[src/hdl/thermal_grid_centroid_core_assert.svh]
// assertion macros for the thermal grid centroid controller
`ifndef THERMAL_GRID_CENTROID_CORE_ASSERT_SVH
`define THERMAL_GRID_CENTROID_CORE_ASSERT_SVH

// same-cycle implication, checked out of reset
`define TGC_ASSERT_NOW(lbl, ante, cons, msg) \
  lbl: assert property (@(posedge clk) disable iff (!rst_n) (ante) |-> (cons)) \
    else $error(msg);

// next-cycle implication, checked out of reset
`define TGC_ASSERT_NEXT(lbl, ante, cons, msg) \
  lbl: assert property (@(posedge clk) disable iff (!rst_n) (ante) |=> (cons)) \
    else $error(msg);

`endif

[src/hdl/tgc_pkg.sv]
// shared types, constants and control structs of the thermal grid centroid block
package tgc_pkg;

  localparam int TEMP_W          = 12;
  localparam int MINW_W          = 16;
  localparam int CFG_DATA_W      = 16;
  localparam int CFG_IDX_W       = 1;
  localparam int CENT_W          = 11;
  localparam int FRAC_W          = 8;
  localparam int GRID_COLS_DEF   = 8;
  localparam int GRID_PIXELS_DEF = 64;

  typedef logic signed [TEMP_W-1:0] temp_t;
  typedef logic [MINW_W-1:0]        min_weight_t;
  typedef logic [CENT_W-1:0]        cent_t;
  typedef logic [CFG_IDX_W-1:0]     cfg_idx_t;
  typedef logic [CFG_DATA_W-1:0]    cfg_data_t;

  localparam temp_t       THRESH_RST     = 12'sd104;
  localparam min_weight_t MIN_WEIGHT_RST = 16'd4;
  localparam cent_t       CENT_SAT       = '1;

  localparam cfg_idx_t REG_HEAT_THRESHOLD = 1'd0;
  localparam cfg_idx_t REG_MIN_WEIGHT     = 1'd1;

  typedef enum logic [1:0] {
    ST_IDLE,
    ST_CHECK,
    ST_DIV,
    ST_DONE
  } ctrl_state_t;

  typedef struct packed {
    logic acc_en;
    logic div_init;
    logic div_step;
    logic emit;
  } dp_cmd_t;

  typedef struct packed {
    logic pix_last;
    logic frame_end;
    logic div_last;
  } dp_status_t;

endpackage

[src/hdl/tgc_if.sv]
// pixel, result and register write channel interfaces
interface tgc_in_if;
  import tgc_pkg::*;
  logic  valid;
  logic  ready;
  temp_t pixel_temp;
  logic  frame_start;
  modport source (output valid, output pixel_temp, output frame_start, input ready);
  modport sink   (input valid, input pixel_temp, input frame_start, output ready);
endinterface

interface tgc_out_if;
  import tgc_pkg::*;
  logic  valid;
  logic  ready;
  cent_t cent_x;
  cent_t cent_y;
  logic  hot_found;
  modport source (output valid, output cent_x, output cent_y,
                  output hot_found, input ready);
  modport sink   (input valid, input cent_x, input cent_y,
                  input hot_found, output ready);
endinterface

interface tgc_cfg_if;
  import tgc_pkg::*;
  logic      valid;
  logic      ready;
  cfg_idx_t  addr;
  cfg_data_t data;
  modport source (output valid, output addr, output data, input ready);
  modport sink   (input valid, input addr, input data, output ready);
endinterface

[src/hdl/tgc_datapath.sv]
// accumulators, pixel counters, register file and dual restoring divider
module tgc_datapath #(
  parameter int GRID_COLS   = tgc_pkg::GRID_COLS_DEF,
  parameter int GRID_PIXELS = tgc_pkg::GRID_PIXELS_DEF
) (
  input  logic               clk,
  input  logic               rst_n,
  input  tgc_pkg::dp_cmd_t   cmd,
  output tgc_pkg::dp_status_t status,
  input  tgc_pkg::temp_t     pixel_temp,
  input  logic               frame_start,
  input  logic               cfg_we,
  input  tgc_pkg::cfg_idx_t  cfg_addr,
  input  tgc_pkg::cfg_data_t cfg_data,
  output tgc_pkg::cent_t     cent_x,
  output tgc_pkg::cent_t     cent_y,
  output logic               hot_found
);
  import tgc_pkg::*;

  localparam int PIX_W   = $clog2(GRID_PIXELS);
  localparam int COL_W   = $clog2(GRID_COLS);
  localparam int ROWS    = (GRID_PIXELS + GRID_COLS - 1) / GRID_COLS;
  localparam int ROW_W   = (ROWS > 1) ? $clog2(ROWS) : 1;
  localparam int EXC_W   = TEMP_W;
  localparam int WSUM_W  = EXC_W + PIX_W;
  localparam int CSUM_W  = EXC_W + COL_W + PIX_W;
  localparam int RSUM_W  = EXC_W + ROW_W + PIX_W;
  localparam int SHIFT_W = CENT_W - FRAC_W;
  localparam int CMP_A   = (CSUM_W > RSUM_W) ? CSUM_W : RSUM_W;
  localparam int CMP_W   = (CMP_A > WSUM_W + SHIFT_W) ? CMP_A : WSUM_W + SHIFT_W;
  localparam int DET_W   = (WSUM_W > MINW_W) ? WSUM_W : MINW_W;
  localparam int REM_W   = WSUM_W + 1;
  localparam int IT_W    = $clog2(CENT_W);

  // configuration registers
  temp_t       thresh_r;
  min_weight_t min_w_r;

  always_ff @(posedge clk) begin
    if (!rst_n) begin
      thresh_r <= THRESH_RST;
      min_w_r  <= MIN_WEIGHT_RST;
    end else if (cfg_we) begin
      unique case (cfg_addr)
        REG_HEAT_THRESHOLD: thresh_r <= temp_t'(cfg_data[TEMP_W-1:0]);
        REG_MIN_WEIGHT:     min_w_r  <= cfg_data[MINW_W-1:0];
        default: ;
      endcase
    end
  end

  // accumulation
  logic [PIX_W-1:0]  pix_r, pix_b;
  logic [COL_W-1:0]  col_r, col_b;
  logic [ROW_W-1:0]  row_r, row_b;
  logic [WSUM_W-1:0] wsum_r, wsum_b, wsum_nxt;
  logic [CSUM_W-1:0] csum_r, csum_b, csum_nxt;
  logic [RSUM_W-1:0] rsum_r, rsum_b, rsum_nxt;
  logic signed [TEMP_W:0]  diff;
  logic                    hot;
  logic [EXC_W-1:0]        excess;
  logic [COL_W+EXC_W-1:0]  prod_c;
  logic [ROW_W+EXC_W-1:0]  prod_r;
  logic                    last_b;

  always_comb begin
    pix_b    = frame_start ? '0 : pix_r;
    col_b    = frame_start ? '0 : col_r;
    row_b    = frame_start ? '0 : row_r;
    wsum_b   = frame_start ? '0 : wsum_r;
    csum_b   = frame_start ? '0 : csum_r;
    rsum_b   = frame_start ? '0 : rsum_r;
    diff     = {pixel_temp[TEMP_W-1], pixel_temp} - {thresh_r[TEMP_W-1], thresh_r};
    hot      = !diff[TEMP_W] && (diff != '0);
    excess   = hot ? diff[EXC_W-1:0] : '0;
    prod_c   = col_b * excess;
    prod_r   = row_b * excess;
    wsum_nxt = wsum_b + WSUM_W'(excess);
    csum_nxt = csum_b + CSUM_W'(prod_c);
    rsum_nxt = rsum_b + RSUM_W'(prod_r);
    last_b   = (pix_b == PIX_W'(GRID_PIXELS - 1));
  end

  assign status.pix_last  = (pix_r == PIX_W'(GRID_PIXELS - 1));
  assign status.frame_end = cmd.acc_en && last_b;

  always_ff @(posedge clk) begin
    if (!rst_n) begin
      pix_r  <= '0;
      col_r  <= '0;
      row_r  <= '0;
      wsum_r <= '0;
      csum_r <= '0;
      rsum_r <= '0;
    end else if (cmd.acc_en) begin
      if (last_b) begin
        pix_r  <= '0;
        col_r  <= '0;
        row_r  <= '0;
        wsum_r <= '0;
        csum_r <= '0;
        rsum_r <= '0;
      end else begin
        pix_r  <= pix_b + PIX_W'(1);
        wsum_r <= wsum_nxt;
        csum_r <= csum_nxt;
        rsum_r <= rsum_nxt;
        if (col_b == COL_W'(GRID_COLS - 1)) begin
          col_r <= '0;
          row_r <= row_b + ROW_W'(1);
        end else begin
          col_r <= col_b + COL_W'(1);
          row_r <= row_b;
        end
      end
    end
  end

  // frame snapshot and divider
  logic [WSUM_W-1:0] snap_w_r;
  logic [CSUM_W-1:0] snap_x_r;
  logic [RSUM_W-1:0] snap_y_r;
  logic [WSUM_W-1:0] rem_x_r, rem_y_r;
  cent_t             low_x_r, low_y_r, q_x_r, q_y_r;
  logic              sat_x_r, sat_y_r, det_r;
  logic [IT_W-1:0]   it_r;
  logic [REM_W-1:0]  trial_x, trial_y;
  logic              ge_x, ge_y;
  cent_t             cx_r, cy_r;
  logic              hd_r;

  always_comb begin
    trial_x = {rem_x_r, low_x_r[CENT_W-1]};
    trial_y = {rem_y_r, low_y_r[CENT_W-1]};
    ge_x    = (trial_x >= {1'b0, snap_w_r});
    ge_y    = (trial_y >= {1'b0, snap_w_r});
  end

  assign status.div_last = (it_r == IT_W'(CENT_W - 1));

  always_ff @(posedge clk) begin
    if (status.frame_end) begin
      snap_w_r <= wsum_nxt;
      snap_x_r <= csum_nxt;
      snap_y_r <= rsum_nxt;
    end
    if (cmd.div_init) begin
      det_r   <= (DET_W'(snap_w_r) > DET_W'(min_w_r));
      sat_x_r <= (CMP_W'(snap_x_r) >= (CMP_W'(snap_w_r) << SHIFT_W));
      sat_y_r <= (CMP_W'(snap_y_r) >= (CMP_W'(snap_w_r) << SHIFT_W));
      rem_x_r <= WSUM_W'(snap_x_r >> SHIFT_W);
      rem_y_r <= WSUM_W'(snap_y_r >> SHIFT_W);
      low_x_r <= CENT_W'({snap_x_r, {FRAC_W{1'b0}}});
      low_y_r <= CENT_W'({snap_y_r, {FRAC_W{1'b0}}});
      q_x_r   <= '0;
      q_y_r   <= '0;
      it_r    <= '0;
    end else if (cmd.div_step) begin
      rem_x_r <= ge_x ? WSUM_W'(trial_x - {1'b0, snap_w_r}) : WSUM_W'(trial_x);
      rem_y_r <= ge_y ? WSUM_W'(trial_y - {1'b0, snap_w_r}) : WSUM_W'(trial_y);
      low_x_r <= {low_x_r[CENT_W-2:0], 1'b0};
      low_y_r <= {low_y_r[CENT_W-2:0], 1'b0};
      q_x_r   <= {q_x_r[CENT_W-2:0], ge_x};
      q_y_r   <= {q_y_r[CENT_W-2:0], ge_y};
      it_r    <= it_r + IT_W'(1);
    end
    if (cmd.emit) begin
      cx_r <= det_r ? (sat_x_r ? CENT_SAT : q_x_r) : '0;
      cy_r <= det_r ? (sat_y_r ? CENT_SAT : q_y_r) : '0;
      hd_r <= det_r;
    end
  end

  assign cent_x    = cx_r;
  assign cent_y    = cy_r;
  assign hot_found = hd_r;

endmodule

[src/hdl/tgc_ctrl.sv]
// frame controller: input stall, divider sequencing and result beat
module tgc_ctrl (
  input  logic                clk,
  input  logic                rst_n,
  input  logic                in_valid,
  output logic                in_ready,
  output logic                out_valid,
  input  logic                out_ready,
  output tgc_pkg::dp_cmd_t    cmd,
  input  tgc_pkg::dp_status_t status
);
  import tgc_pkg::*;
  `include "thermal_grid_centroid_core_assert.svh"

  ctrl_state_t state_r, state_nxt;
  logic        out_valid_r, out_valid_nxt;
  logic        busy;

  always_ff @(posedge clk) begin
    if (!rst_n) begin
      state_r     <= ST_IDLE;
      out_valid_r <= 1'b0;
    end else begin
      state_r     <= state_nxt;
      out_valid_r <= out_valid_nxt;
    end
  end

  always_comb begin
    state_nxt = state_r;
    unique case (state_r)
      ST_IDLE:  if (status.frame_end) state_nxt = ST_CHECK;
      ST_CHECK: state_nxt = ST_DIV;
      ST_DIV:   if (status.div_last) state_nxt = ST_DONE;
      ST_DONE:  if (!out_valid_r || out_ready) state_nxt = ST_IDLE;
      default:  state_nxt = ST_IDLE;
    endcase
  end

  always_comb begin
    busy         = (state_r != ST_IDLE);
    in_ready     = !(status.pix_last && busy);
    cmd.acc_en   = in_valid && in_ready;
    cmd.div_init = 1'b0;
    cmd.div_step = 1'b0;
    cmd.emit     = 1'b0;
    unique case (state_r)
      ST_IDLE:  ;
      ST_CHECK: cmd.div_init = 1'b1;
      ST_DIV:   cmd.div_step = 1'b1;
      ST_DONE:  cmd.emit = !out_valid_r || out_ready;
      default:  ;
    endcase
    if (cmd.emit) begin
      out_valid_nxt = 1'b1;
    end else if (out_ready) begin
      out_valid_nxt = 1'b0;
    end else begin
      out_valid_nxt = out_valid_r;
    end
  end

  assign out_valid = out_valid_r;

  `TGC_ASSERT_NOW(a_frame_end_idle, status.frame_end, state_r == ST_IDLE, "frame ended while divider busy")
  `TGC_ASSERT_NEXT(a_check_to_div, state_r == ST_CHECK, state_r == ST_DIV, "divider init not followed by steps")
  `TGC_ASSERT_NEXT(a_emit_valid, cmd.emit, out_valid_r && (state_r == ST_IDLE), "result beat not presented")
  `TGC_ASSERT_NOW(a_no_stall_early, !status.pix_last, in_ready, "pixel stalled before last pixel of frame")

endmodule

[src/hdl/thermal_grid_centroid_core.sv]
// Thermal grid centroid: takes one pixel beat per cycle in row-major order, save for the stall
// of a frame's last pixel described below, thresholds it and accumulates weight, column and row
// sums; after pixel GRID_PIXELS-1 it emits one result beat with the 8-fraction-bit centroid
// (saturated to 2047) and the detected flag, or all zeros. The centroid is computed after the
// frame by a restoring divider that resolves one quotient bit per cycle for both axes at once,
// so the result beat follows the last pixel after a compare, 11 steps and an emit, while the
// next frame is already accumulating. The last pixel of a frame is stalled only while the
// previous frame's divider or its untaken result still holds the divider. Register writes
// are always ready and should be issued with the block idle.
module thermal_grid_centroid_core #(
  parameter int GRID_COLS   = tgc_pkg::GRID_COLS_DEF,
  parameter int GRID_PIXELS = tgc_pkg::GRID_PIXELS_DEF
) (
  input logic   clk,
  input logic   rst_n,
  tgc_in_if.sink     in_ch,
  tgc_out_if.source  out_ch,
  tgc_cfg_if.sink    cfg_ch
);
  import tgc_pkg::*;

  dp_cmd_t    cmd;
  dp_status_t status;

  assign cfg_ch.ready = 1'b1;

  tgc_ctrl u_ctrl (
    .clk       (clk),
    .rst_n     (rst_n),
    .in_valid  (in_ch.valid),
    .in_ready  (in_ch.ready),
    .out_valid (out_ch.valid),
    .out_ready (out_ch.ready),
    .cmd       (cmd),
    .status    (status)
  );

  tgc_datapath #(
    .GRID_COLS   (GRID_COLS),
    .GRID_PIXELS (GRID_PIXELS)
  ) u_datapath (
    .clk         (clk),
    .rst_n       (rst_n),
    .cmd         (cmd),
    .status      (status),
    .pixel_temp  (in_ch.pixel_temp),
    .frame_start (in_ch.frame_start),
    .cfg_we      (cfg_ch.valid),
    .cfg_addr    (cfg_ch.addr),
    .cfg_data    (cfg_ch.data),
    .cent_x      (out_ch.cent_x),
    .cent_y      (out_ch.cent_y),
    .hot_found   (out_ch.hot_found)
  );

endmodule

[src/flat_wrapper.sv]
// flat-port wrapper written by rule: the top's interface ports become plain ports
module thermal_grid_centroid_core_flat import tgc_pkg::*;
#(
  parameter int GRID_COLS   = tgc_pkg::GRID_COLS_DEF,
  parameter int GRID_PIXELS = tgc_pkg::GRID_PIXELS_DEF
)
  (clk, rst_n, in_ch_valid, in_ch_pixel_temp, in_ch_frame_start, in_ch_ready, out_ch_valid, out_ch_cent_x, out_ch_cent_y, out_ch_hot_found, out_ch_ready, cfg_ch_valid, cfg_ch_addr, cfg_ch_data, cfg_ch_ready);
  tgc_in_if in_ch_i ();
  tgc_out_if out_ch_i ();
  tgc_cfg_if cfg_ch_i ();
  input logic clk;
  input logic rst_n;
  input wire logic [$bits(in_ch_i.valid)-1:0] in_ch_valid;
  input wire logic [$bits(in_ch_i.pixel_temp)-1:0] in_ch_pixel_temp;
  input wire logic [$bits(in_ch_i.frame_start)-1:0] in_ch_frame_start;
  output wire logic [$bits(in_ch_i.ready)-1:0] in_ch_ready;
  output wire logic [$bits(out_ch_i.valid)-1:0] out_ch_valid;
  output wire logic [$bits(out_ch_i.cent_x)-1:0] out_ch_cent_x;
  output wire logic [$bits(out_ch_i.cent_y)-1:0] out_ch_cent_y;
  output wire logic [$bits(out_ch_i.hot_found)-1:0] out_ch_hot_found;
  input wire logic [$bits(out_ch_i.ready)-1:0] out_ch_ready;
  input wire logic [$bits(cfg_ch_i.valid)-1:0] cfg_ch_valid;
  input wire logic [$bits(cfg_ch_i.addr)-1:0] cfg_ch_addr;
  input wire logic [$bits(cfg_ch_i.data)-1:0] cfg_ch_data;
  output wire logic [$bits(cfg_ch_i.ready)-1:0] cfg_ch_ready;
  assign in_ch_i.valid = in_ch_valid;
  assign in_ch_i.pixel_temp = in_ch_pixel_temp;
  assign in_ch_i.frame_start = in_ch_frame_start;
  assign in_ch_ready = in_ch_i.ready;
  assign out_ch_valid = out_ch_i.valid;
  assign out_ch_cent_x = out_ch_i.cent_x;
  assign out_ch_cent_y = out_ch_i.cent_y;
  assign out_ch_hot_found = out_ch_i.hot_found;
  assign out_ch_i.ready = out_ch_ready;
  assign cfg_ch_i.valid = cfg_ch_valid;
  assign cfg_ch_i.addr = cfg_ch_addr;
  assign cfg_ch_i.data = cfg_ch_data;
  assign cfg_ch_ready = cfg_ch_i.ready;
  thermal_grid_centroid_core #(.GRID_COLS(GRID_COLS), .GRID_PIXELS(GRID_PIXELS)) u_core (.clk(clk), .rst_n(rst_n), .in_ch(in_ch_i), .out_ch(out_ch_i), .cfg_ch(cfg_ch_i));
endmodule
[config.mk]
export PLATFORM = sky130hd
export DESIGN_NAME = thermal_grid_centroid_core_flat
export DESIGN_NICKNAME = d
export VERILOG_FILES = /design/src/hdl/tgc_pkg.sv /design/src/hdl/tgc_if.sv /design/src/hdl/tgc_datapath.sv /design/src/hdl/tgc_ctrl.sv /design/src/hdl/thermal_grid_centroid_core.sv /design/src/flat_wrapper.sv
export VERILOG_INCLUDE_DIRS = /design/src /design/src/hdl
export SDC_FILE = /design/constraint.sdc
export NUM_CORES = 1
export LEC_CHECK = 0
export BUFFER_PORTS_ARGS = -buffer_cell sky130_fd_sc_hd__buf_2
export CAP_MARGIN = 20
export CORE_MARGIN = 2
export CORE_UTILIZATION = 57
export CTS_CLUSTER_DIAMETER = 80
export DETAILED_ROUTE_END_ITERATION = 10
export PLACE_DENSITY = 0.77
export SYNTH_ARGS = -nofsm -noshare
export SYNTH_HDL_FRONTEND = slang
export SYNTH_SLANG_ARGS = --single-unit
[constraint.sdc]
create_clock -name clk -period 6.8 [get_ports clk]
set_clock_uncertainty 0.2 [all_clocks]
set_input_delay 1.36 -clock clk [delete_from_list [all_inputs] [get_ports clk]]
set_output_delay 1.36 -clock clk [all_outputs]
set_load 0.05 [all_outputs]
# == Yosys cells after proc, flatten, opt, wreduce, memory -nomap -nowiden ==
# Index checks and enable logic that the tools add are counted.
# totals
input_bits,35
reg_bits,257
word_cells,106
# op_classes
n_mux,36
n_mul,2
reduce_logical,16
bitwise_logic,1
add_sub_neg,10
order_cmp,5
n_eq_ne,10
# ops
op,n
18-bit two-way mux,8
21-bit two-way mux,4
11-bit two-way mux,6
21-bit by 15-bit adder with 21-bit output,2
21-bit >= comparator,2
19-bit by 18-bit >= comparator with 1-bit output,2
18-bit subtractor,2
3-bit by 12-bit multiplier with 15-bit output,2
18-bit by 12-bit adder with 18-bit output,1
18-bit by 16-bit > comparator with 1-bit output,1
3-bit two-way mux,6
13-bit nonzero test,1
12-bit by 12-bit subtractor with 13-bit output,1
"6-bit equality test, second input constant",2
12-bit two-way mux,1
6-bit two-way mux,2
2-bit one-hot mux with 4 select lines,1
"3-bit by 1-bit adder with 3-bit output, second input constant",2
"6-bit by 1-bit adder with 6-bit output, second input constant",1
2-bit two-way mux,3
2-bit nonzero test,3
1-bit two-way mux,5
"4-bit by 1-bit adder with 4-bit output, second input constant",1
"2-bit equality test, second input constant",2
12 further kinds,19

# == Logic depth before layout (Yosys ltp) ==
# Gate-level depths: netlist (run 1).
# depth
depth_word,7
ltp_mapped,27
mapped_depth_nobuf,25

# == By module ==
# Synthesis (run 1) repeated with hierarchy kept, for this count alone.
# unflattened
cells_unflattened,1943
area_unflattened_um2,17725.8
# modules_own_cells
module,cells_per_inst,instances,area_each_um2,seq_area_each_um2
tgc_datapath,1917,1,17503.0,6366.1
tgc_ctrl,24,1,211.5,60.1
thermal_grid_centroid_core,2,1,11.3,0.0

# == Least setup slack after synthesis (run 1) ==
# No wires, ideal clock.
# synth_path
kind,in2reg
from,in in_ch_pixel_temp[0]
to,"reg u_core.u_datapath.snap_y_r[15], data pin"
arrival_time_ns,6.425
stages,27
path_slack_ns,-0.090
required_time_ns,6.335
cell_sequence,inv_1 > ha_1 > inv_1 > fa_1 > a211oi_1 > o21a_1 > o21ai_2 > a31o_1 > a21oi_1 > a31o_1 > buf_6 > buf_6 > buf_6 > nor3_1 > fa_1 > inv_1 > fa_1 > inv_1 > ha_1 > nor2b_1 > o31a_1 > o31a_4 > nor3_4 > o31ai_4 > a21o_1 > a21oi_2 > xnor2_1
# synth_via
elab_chain_len,6
elab_cells_between_ends,7
cone_classes,add/sub (2); mul (1); mux (1); reduce/logical (3)
# synth_rtl
item,line_no,source
"start, declared",flat_wrapper.sv:14,input wire logic [$bits(in_ch_i.pixel_temp)-1:0] in_ch_pixel_temp;
12-bit by 12-bit subtractor with 13-bit output (*),tgc_datapath.sv:74,"diff = {pixel_temp[TEMP_W-1], pixel_temp} - {thresh_r[TEMP_W-1], thresh_r};"
13-bit nonzero test or 1-bit zero test (tied branches),tgc_datapath.sv:75,hot = !diff[TEMP_W] && (diff != '0);
1-bit logical AND,tgc_datapath.sv:75,
12-bit two-way mux (*),tgc_datapath.sv:76,excess = hot ? diff[EXC_W-1:0] : '0;
3-bit by 12-bit multiplier with 15-bit output (*),tgc_datapath.sv:78,prod_r = row_b * excess;
21-bit by 15-bit adder with 21-bit output (*),tgc_datapath.sv:81,rsum_nxt = rsum_b + RSUM_W'(prod_r);
via u_core.u_datapath.rsum_nxt[15],tgc_datapath.sv:59,"logic [RSUM_W-1:0] rsum_r, rsum_b, rsum_nxt;"
"end signal, assigned",tgc_datapath.sv:146,snap_y_r <= rsum_nxt;
"end, declared",tgc_datapath.sv:123,logic [RSUM_W-1:0] snap_y_r;
# Mark *: on every way through the listed nets, which the timed path passes. The rest lies on a longest branch.
# A chain may end at the register's enable or synchronous reset.

# == Worst setup path after layout (run 1) ==
# layout_path
from,in in_ch_pixel_temp[0]
to,"reg u_core.u_datapath.snap_x_r[17], data pin"
# layout_via
elab_chain_len,6
elab_cells_between_ends,7
cone_classes,add/sub (2); mul (1); mux (1); reduce/logical (3)
# layout_rtl
item,line_no,source
12-bit by 12-bit subtractor with 13-bit output (*),tgc_datapath.sv:74,
13-bit nonzero test or 1-bit zero test (tied branches),tgc_datapath.sv:75,
1-bit logical AND,tgc_datapath.sv:75,
12-bit two-way mux (*),tgc_datapath.sv:76,
3-bit by 12-bit multiplier with 15-bit output (*),tgc_datapath.sv:77,prod_c = col_b * excess;
21-bit by 15-bit adder with 21-bit output (*),tgc_datapath.sv:80,csum_nxt = csum_b + CSUM_W'(prod_c);
via u_core.u_datapath.csum_nxt[17],tgc_datapath.sv:58,"logic [CSUM_W-1:0] csum_r, csum_b, csum_nxt;"
"end signal, assigned",tgc_datapath.sv:145,snap_x_r <= csum_nxt;
"end, declared",tgc_datapath.sv:122,logic [CSUM_W-1:0] snap_x_r;
# Marks and branches as above.

==> impl_metrics.py, run 1 <==
metrics = {
    "synth": {
        "syn_avg_cell_area_sq_um": 9.13,
        "synth_cell_types": 81,
        "synth-main-ff-cell": "dfxtp_1",
        "yosysMostFrequentCell": "inv_1",
        "syn_nets": 2177,
        "syn_area_sq_um": 17700,
        "ys_ff_latch": 257,
        "yosysSeqAreaShare": 0.364,
        "ys_top_cells_by_count": "183 x inv_1, 172 x nand2_1, 166 x nor2_1",
        "postSynthCellCount": 1934,
        "yosysWarnings": 0,
        "synth.area.top_cells": "edfxtp_1 22%, dfxtp_1 15%, ha_1 11%, fa_1 5.7%, inv_1 3.9%",
        "synthArstFlopShare": 0,
        "synth-edff-count": 128,
        "yosys.area.top_type": "edfxtp_1",
        "synth_top_area_frac": 0.218,
    },
    "hold_path": {
        "hold_path_depth": 2,
        "min_path_type": "register to register",
        "hold_start": "u_core.u_datapath.rsum_r[0]",
        "whs_endpoint": "u_core.u_datapath.rsum_r[0]",
    },
    "timing": {
        "period_needed_ns": 6.44,
        "hold_viol_final": 0,
        "worst_pin_slew_ns": 1.06,
        "drv_slew": 0,
        "whs_ns": 0.250,
        "max_freq_ghz": 0.155,
        "rsz0062_at_grt": "false",
        "setup_violations": 0,
        "slew_headroom": 0.294,
        "post-route-period-util": 0.947,
    },
    "setup_path": {
        "cp.required_ns": 6.89,
        "reg2reg_from": "u_core.u_datapath.thresh_r[0]",
        "cp-end-kind": "register",
        "r2r_setup_slack_ns": 0.95,
        "r2r_cells": 23,
        "arrival_ns": 6.53,
        "path_class": "input pin to register",
        "crit_path_start_kind": "input pin",
        "timing.rr.end": "u_core.u_datapath.snap_x_r[17]",
        "cp_max_fo": 18,
    },
    "floorplan": {
        "dieArea_sq_um": 32400,
        "start_util": 0.577,
        "fp.dieH_microns": 180,
        "dieWidth_microns": 180,
        "io_pins": 61,
        "core_area_sq_um": 30600,
        "rows": 64,
    },
    "cts": {
        "cts-buffers-inserted": 29,
        "tritoncts": "yes",
        "ctsLongestPathBuffers": 3,
        "cts_htree_levels": 1,
        "cts.sink_count": 257,
        "clock_latency_ns": 0.57,
        "root_buffer": "clkbuf_16",
        "post_cts_buffers": 0,
        "clk_pin_slew_worst_paths_ns": 0.06,
    },
    "placement": {
        "port_buffers": 59,
        "place.gp.congestion": 0.897,
        "placed_cell_area_sq_um": 18700,
        "dp_hpwl_microns": 33600,
    },
    "finish": {
        "drive_gt1_frac": 0.113,
        "area_delta_synth_final_pct": 11.5,
        "fin_nets": 2256,
        "fin_util": 0.644,
        "antennaDiodeCount": 0,
        "final_cell_area_sq_um": 19700,
    },
    "drt": {
        "vias": 14600,
        "dr.first_iter.drc_count": 1165,
        "drc": 0,
        "via_per_inst": 6.00,
        "totalWireLength_microns": 45400,
        "postRouteAntennaNets": 0,
        "routedWlPerCell_microns": 18.7,
        "dr.pass1.iters": 5,
    },
    "global_routing": {
        "antenna_found_initial": 0,
        "grt_pass1_wl_microns": 73000,
        "grt_max_degree": 76,
        "grt_pass1_vias": 14300,
        "grtUsageTotal": 0.275,
        "gr-total-overflow": 0,
    },
    "pwr": {
        "powerDensity_nw_per_um2": 186,
        "peakVddDrop_mv": 0.189,
        "power_leakage_nw": 8.43,
    },
    "status": {
        "status": "completed",
    },
    "flow_run": {
        "drv_cap": 0,
    },
}
[cell type report]
cell class,instances,area [sq um]
multi-input cells,1410,10200
clock buffers,37,808
repair buffers,130,873
flip-flops and latches,257,6430
fillers,2474,10900
well taps,396,495
clock inverters,16,175
inverters,185,694
[worst max path at each step]
stage                        start                              to  cells after the start
2_1_floorplan  in_ch_pixel_temp[0]  u_core.u_datapath.snap_y_r[15]                     27
3_3_place_gp   in_ch_pixel_temp[0]  u_core.u_datapath.snap_y_r[16]                     24
3_5_place_dp   in_ch_pixel_temp[0]  u_core.u_datapath.snap_y_r[19]                     26
4_1_cts        in_ch_pixel_temp[0]  u_core.u_datapath.snap_x_r[19]                     25
5_1_grt        in_ch_pixel_temp[0]  u_core.u_datapath.snap_y_r[20]                     25
6_report       in_ch_pixel_temp[0]  u_core.u_datapath.snap_x_r[17]                     25
[state kept, by name, summed over array words and instances (netlist names), 4 cells and up]
| name | count |
|---|---|
| u_core.u_datapath.csum_r | 21 |
| u_core.u_datapath.rsum_r | 21 |
| u_core.u_datapath.snap_x_r | 21 |
| u_core.u_datapath.snap_y_r | 21 |
| u_core.u_datapath.rem_x_r | 18 |
| u_core.u_datapath.rem_y_r | 18 |
| u_core.u_datapath.snap_w_r | 18 |
| u_core.u_datapath.wsum_r | 18 |
| u_core.u_datapath.min_w_r | 16 |
| u_core.u_datapath.thresh_r | 12 |
| u_core.u_datapath.cent_x | 11 |
| u_core.u_datapath.cent_y | 11 |
| u_core.u_datapath.q_x_r | 11 |
| u_core.u_datapath.q_y_r | 11 |
| u_core.u_datapath.pix_r | 6 |
| u_core.u_datapath.it_r | 4 |
[timing repair]
action / in CTS / in global routing
endpoints found under the setup margin: 0 / 1
resized for setup: 0 / 1
hold buffers: 0 / 0
hold endpoints to repair: 0 / 0
[routing by layer]
metal	vias up	part of all wire	track usage
li1	6977	-	-
met3	100	0.068	0.0364
met4	0	0.035	0.0939
met2	471	0.47	0.458
met5	-	0	0
met1	7031	0.43	0.371
[power breakdown]
group          total [mW]  switching (mW)  internal (mW)
clock                1.63           0.673          0.957
combinational       0.379           0.237          0.142
sequential           1.65          0.0105           1.64
[kinds of logic (layout without fill, tap and decap cells)]
kind of cell / count (synthesis) / after routing / share of synthesized area
buffers and inverters: 267 / 368 / 0.0597
DFF: 257 / 257 / 0.364
other: 1 / 1 / 0.000212
xor gates and xnor gates: 77 / 77 / 0.0382
and+or+nand+nor: 621 / 621 / 0.168
AOI/OAI and AO/OA: 460 / 460 / 0.176
muxes: 43 / 43 / 0.0254
adders and majority gates: 208 / 208 / 0.169
[through the flow]
stage | worst slack [ns] | total power [mW] | TNS, ns | instances
CTS | 0.338 | 3.67 | 0 | 2430
floorplan | 0.0558 | 1.92 | 0 | 1934
finish | 0.358 | 3.66 | 0 | 2431
global route | 0.0526 | 3.77 | 0 | 2431
detailed placement | -0.209 | 2.05 | -3.84 | 2377
global placement | -0.103 | 2.04 | -1.15 | 2377
[cell usage in the layout, fill, tap and decap left out, types with 6 or more instances in the layout]
cell type    n
a22o_1      12
fa_1        49
and2_1       9
a211oi_1    28
and3_1      10
a31oi_1     14
mux2i_1     28
a22oi_1     22
nor2b_1     50
nand3_1     42
buf_4       68
mux2_2      15
o21a_1      45
clkbuf_16   31
ha_1       156
nor2_1     165
o31ai_1      7
nand2_1    171
or3_1       19
nand4_1     21
nor3_1      70
edfxtp_1   128
buf_2       59
o21ai_0     75
o21bai_1    11
and3b_1      6
or2_2        6
a21oi_2      6
o21ai_1      6
o211ai_1    11
dfxtp_1    129
nand2b_1    21
inv_1      183
xnor2_1     57
xor2_1      20
a21oi_1    131
a221o_1      7
a21o_1      32
[critical path, cell delays in order]
cell	delay, ns
buf_2	0.10
inv_1	0.05
ha_1	0.17
inv_1	0.06
fa_2	0.35
a211oi_2	0.26
o21a_1	0.19
o21ai_2	0.07
a31o_1	0.24
a21oi_2	0.17
a31o_4	0.24
buf_12	0.15
or3_1	0.15
fa_1	0.45
fa_1	0.55
inv_1	0.07
fa_1	0.45
a21o_1	0.21
a22oi_1	0.26
a21oi_2	0.13
a41o_1	0.32
a21oi_2	0.20
buf_4	0.14
xor2_1	0.14
nor2_1	0.05
Note: power is estimated with default switching activity, not from simulation.
==> inputs of run 2 (changes only) <==
--- a/config.mk
+++ b/config.mk
@@ -8,6 +8,7 @@
 export LEC_CHECK = 0
 export BUFFER_PORTS_ARGS = -buffer_cell sky130_fd_sc_hd__buf_2
 export CAP_MARGIN = 20
+export CORE_ASPECT_RATIO = 0.8
 export CORE_MARGIN = 2
 export CORE_UTILIZATION = 57
 export CTS_CLUSTER_DIAMETER = 80
@@ -15,4 +16,5 @@
 export PLACE_DENSITY = 0.77
 export SYNTH_ARGS = -nofsm -noshare
 export SYNTH_HDL_FRONTEND = slang
+export SYNTH_HIERARCHICAL = 1
 export SYNTH_SLANG_ARGS = --single-unit
==> run 2 against run 1 <==
First-iteration DRC count grew 9.9%. Cell count up 2.9%. Synthesized area rose by 0.35%. Register-to-register slack lost 0.23 ns. Global-route usage is 1.7 points higher. Die area increased by 0.37%. Highest routed layer unchanged. Largest power group unchanged. Core utilization grew 3.0 points. Largest cell class unchanged. Non-clock buffer count is 41 higher. Combinational power increased by 10%.
==> impl_metrics.py, run 2 <==
metrics = {
    "synth": {
        "syn_avg_cell_area_sq_um": 9.12,
        "postSynthCellCount": 1943,
        "ys_ff_latch": 257,
        "yosysWarnings": 6,
        "synth-main-ff-cell": "dfxtp_1",
        "yosys.area.top_type": "edfxtp_1",
        "syn_area_sq_um": 17700,
        "ys_top_cells_by_count": "210 x inv_1, 163 x nand2_1, 161 x nor2_1",
        "synth-edff-count": 128,
        "synth_cell_types": 78,
        "yosysSeqAreaShare": 0.363,
        "synth_top_area_frac": 0.217,
        "synthArstFlopShare": 0,
        "syn_nets": 2186,
        "synth.area.top_cells": "edfxtp_1 22%, dfxtp_1 15%, ha_1 11%, fa_1 5.6%, inv_1 4.4%",
        "yosysMostFrequentCell": "inv_1",
    },
    "cts": {
        "tritoncts": "yes",
        "cts.sink_count": 257,
        "cts_htree_levels": 1,
        "root_buffer": "clkbuf_16",
        "clk_pin_slew_worst_paths_ns": 0.06,
        "ctsLongestPathBuffers": 3,
        "hold_buffers": 0,
        "clock_latency_ns": 0.57,
        "cts-buffers-inserted": 28,
    },
    "drt": {
        "postRouteAntennaNets": 0,
        "via_per_inst": 5.93,
        "drc": 0,
        "vias": 14800,
        "dr.pass1.iters": 5,
        "dr.first_iter.drc_count": 1280,
        "totalWireLength_microns": 47700,
        "routedWlPerCell_microns": 19.1,
    },
    "global_routing": {
        "antenna_found_initial": 1,
        "grt_pass1_vias": 14500,
        "gr-total-overflow": 0,
        "grt_max_degree": 83,
        "grt_pass1_wl_microns": 75900,
        "grtUsageTotal": 0.292,
    },
    "finish": {
        "fin_util": 0.674,
        "final_common_cell": "inv_1",
        "final_cell_area_sq_um": 20500,
        "area_delta_synth_final_pct": 15.8,
        "fin_cells": 2501,
        "drive_gt1_frac": 0.145,
        "layout_common_cells": "202 x inv_1, 155 x nand2_1, 154 x nor2_1, 148 x ha_1, 129 x dfxtp_1",
        "fin_nets": 2308,
    },
    "placement": {
        "place.gp.congestion": 0.907,
        "place_inst": 2436,
        "placed_cell_area_sq_um": 19200,
        "dp_hpwl_microns": 34600,
        "dpl_worst_slack_ns": -0.490,
        "port_buffers": 59,
    },
    "timing": {
        "period_needed_ns": 6.62,
        "max_freq_ghz": 0.151,
        "setup_slack_ns": 0.183,
        "worst_pin_slew_ns": 0.986,
        "slew_headroom": 0.340,
        "post-route-period-util": 0.973,
        "setup_violations": 0,
        "whs_ns": 0.263,
        "hold_viol_final": 0,
        "setup_tns_ns": 0,
        "drv_slew": 0,
    },
    "pwr": {
        "power_mw": 3.70,
        "peakVddDrop_mv": 0.163,
        "switching_share": 0.249,
        "seq_power_share": 0.445,
        "pwr-share-clk": 0.442,
        "p_int_mw": 2.78,
        "p_comb_frac": 0.113,
        "power_leakage_nw": 8.68,
        "p_sw_mw": 0.923,
        "powerDensity_nw_per_um2": 180,
    },
    "setup_path": {
        "cp.required_ns": 7.04,
        "crit_path_start_kind": "input pin",
        "cp-end-kind": "register",
        "path_class": "input pin to register",
        "cp_max_fo": 6,
        "arrival_ns": 6.86,
    },
    "floorplan": {
        "dieWidth_microns": 201,
        "io_pins": 61,
        "dieArea_sq_um": 32500,
        "rows": 57,
        "start_util": 0.582,
        "core_area_sq_um": 30500,
        "fp.dieH_microns": 162,
    },
    "status": {
        "status": "completed",
    },
    "hold_path": {
        "min_path_type": "register to register",
    },
    "flow_run": {
        "drv_cap": 0,
    },
}
run 2: cell count changes after synthesis, sizes merged, moves of 19 or more:
cell	previous run	this run
a21boi	1	42
a21oi	138	81
buf	33	12
inv	184	211
nand2b	22	52
nand3	42	61
nor2b	51	71
nor3	72	27
run 2: metal layers:
metal | global-route usage | part of all wire | up-vias
li1 | - | - | 7059
met1 | 0.409 | 0.44 | 7043
met2 | 0.447 | 0.43 | 614
met3 | 0.0624 | 0.089 | 121
met4 | 0.106 | 0.036 | 0
met5 | 0 | 0 | -
run 2: kinds of logic (layout without fill, tap and decap cells):
| kind of cell | after synthesis | in the layout | synth area share |
|---|---|---|---|
| compound gates | 440 | 440 | 0.174 |
| xor+xnor | 79 | 79 | 0.0390 |
| fa+ha+maj | 208 | 208 | 0.168 |
| buf+inv | 291 | 435 | 0.0626 |
| flops | 257 | 257 | 0.363 |
| mux | 34 | 34 | 0.0197 |
| other cells | 1 | 2 | 0.000212 |
| simple gates | 633 | 633 | 0.174 |
run 2: what timing repair did:
item / CTS / global route
setup endpoints to repair: 0 / 32
gates resized for setup: 0 / 47
setup buffers: 0 / 8
run 2: worst paths after layout:
path	startpoint	depth (start not counted)	slack [ns]	to
setup / recovery	in_ch_pixel_temp[0]	28	0.18	u_core/u_datapath/rsum_r[16]
hold / removal	u_core/u_datapath/csum_r[11]	2	0.26	u_core/u_datapath/csum_r[11]
setup reg to reg	u_core/u_datapath/thresh_r[0]	26	0.72	u_core/u_datapath/rsum_r[16]
hold reg to reg	u_core/u_datapath/csum_r[11]	2	0.26	u_core/u_datapath/csum_r[11]
run 2: worst max-delay path: stages:
cell and delay (ns):
buf_6 0.09, inv_2 0.06, ha_4 0.13, inv_2 0.04
fa_2 0.38, a21o_1 0.21, a211oi_2 0.21, o21ai_1 0.10
a41o_1 0.23, a2111oi_4 0.35, a21oi_4 0.11, buf_12 0.17
nand3b_1 0.17, buf_6 0.15, nor2_2 0.04, fa_1 0.55
inv_1 0.06, fa_1 0.50, inv_2 0.05, ha_4 0.23
and2_4 0.15, o21a_1 0.14, a2111oi_4 0.40, o41ai_2 0.12
a21oi_2 0.23, nor3_4 0.08, nor4b_1 0.17, a311o_1 0.34
run 2: area by class of cell:
class	instances	area [sq um]
Multi-Input combinational cell	1395	10600
Timing Repair Buffer	171	1230
Inverter	212	796
Fill cell	2346	9930
Sequential cell	257	6430
Antenna cell	1	2.50
Tap cell	413	517
Clock inverter	15	179
Clock buffer	37	820
run 2: power by group through the flow:
stage	Clock [mW]	Sequential, mW	Combinational (mW)
after CTS	1.66	1.65	0.386
after global routing	1.72	1.65	0.455
after detailed placement	0	1.68	0.381
after global placement	0	1.68	0.371
final	1.64	1.65	0.418
after floorplan	0	1.68	0.235
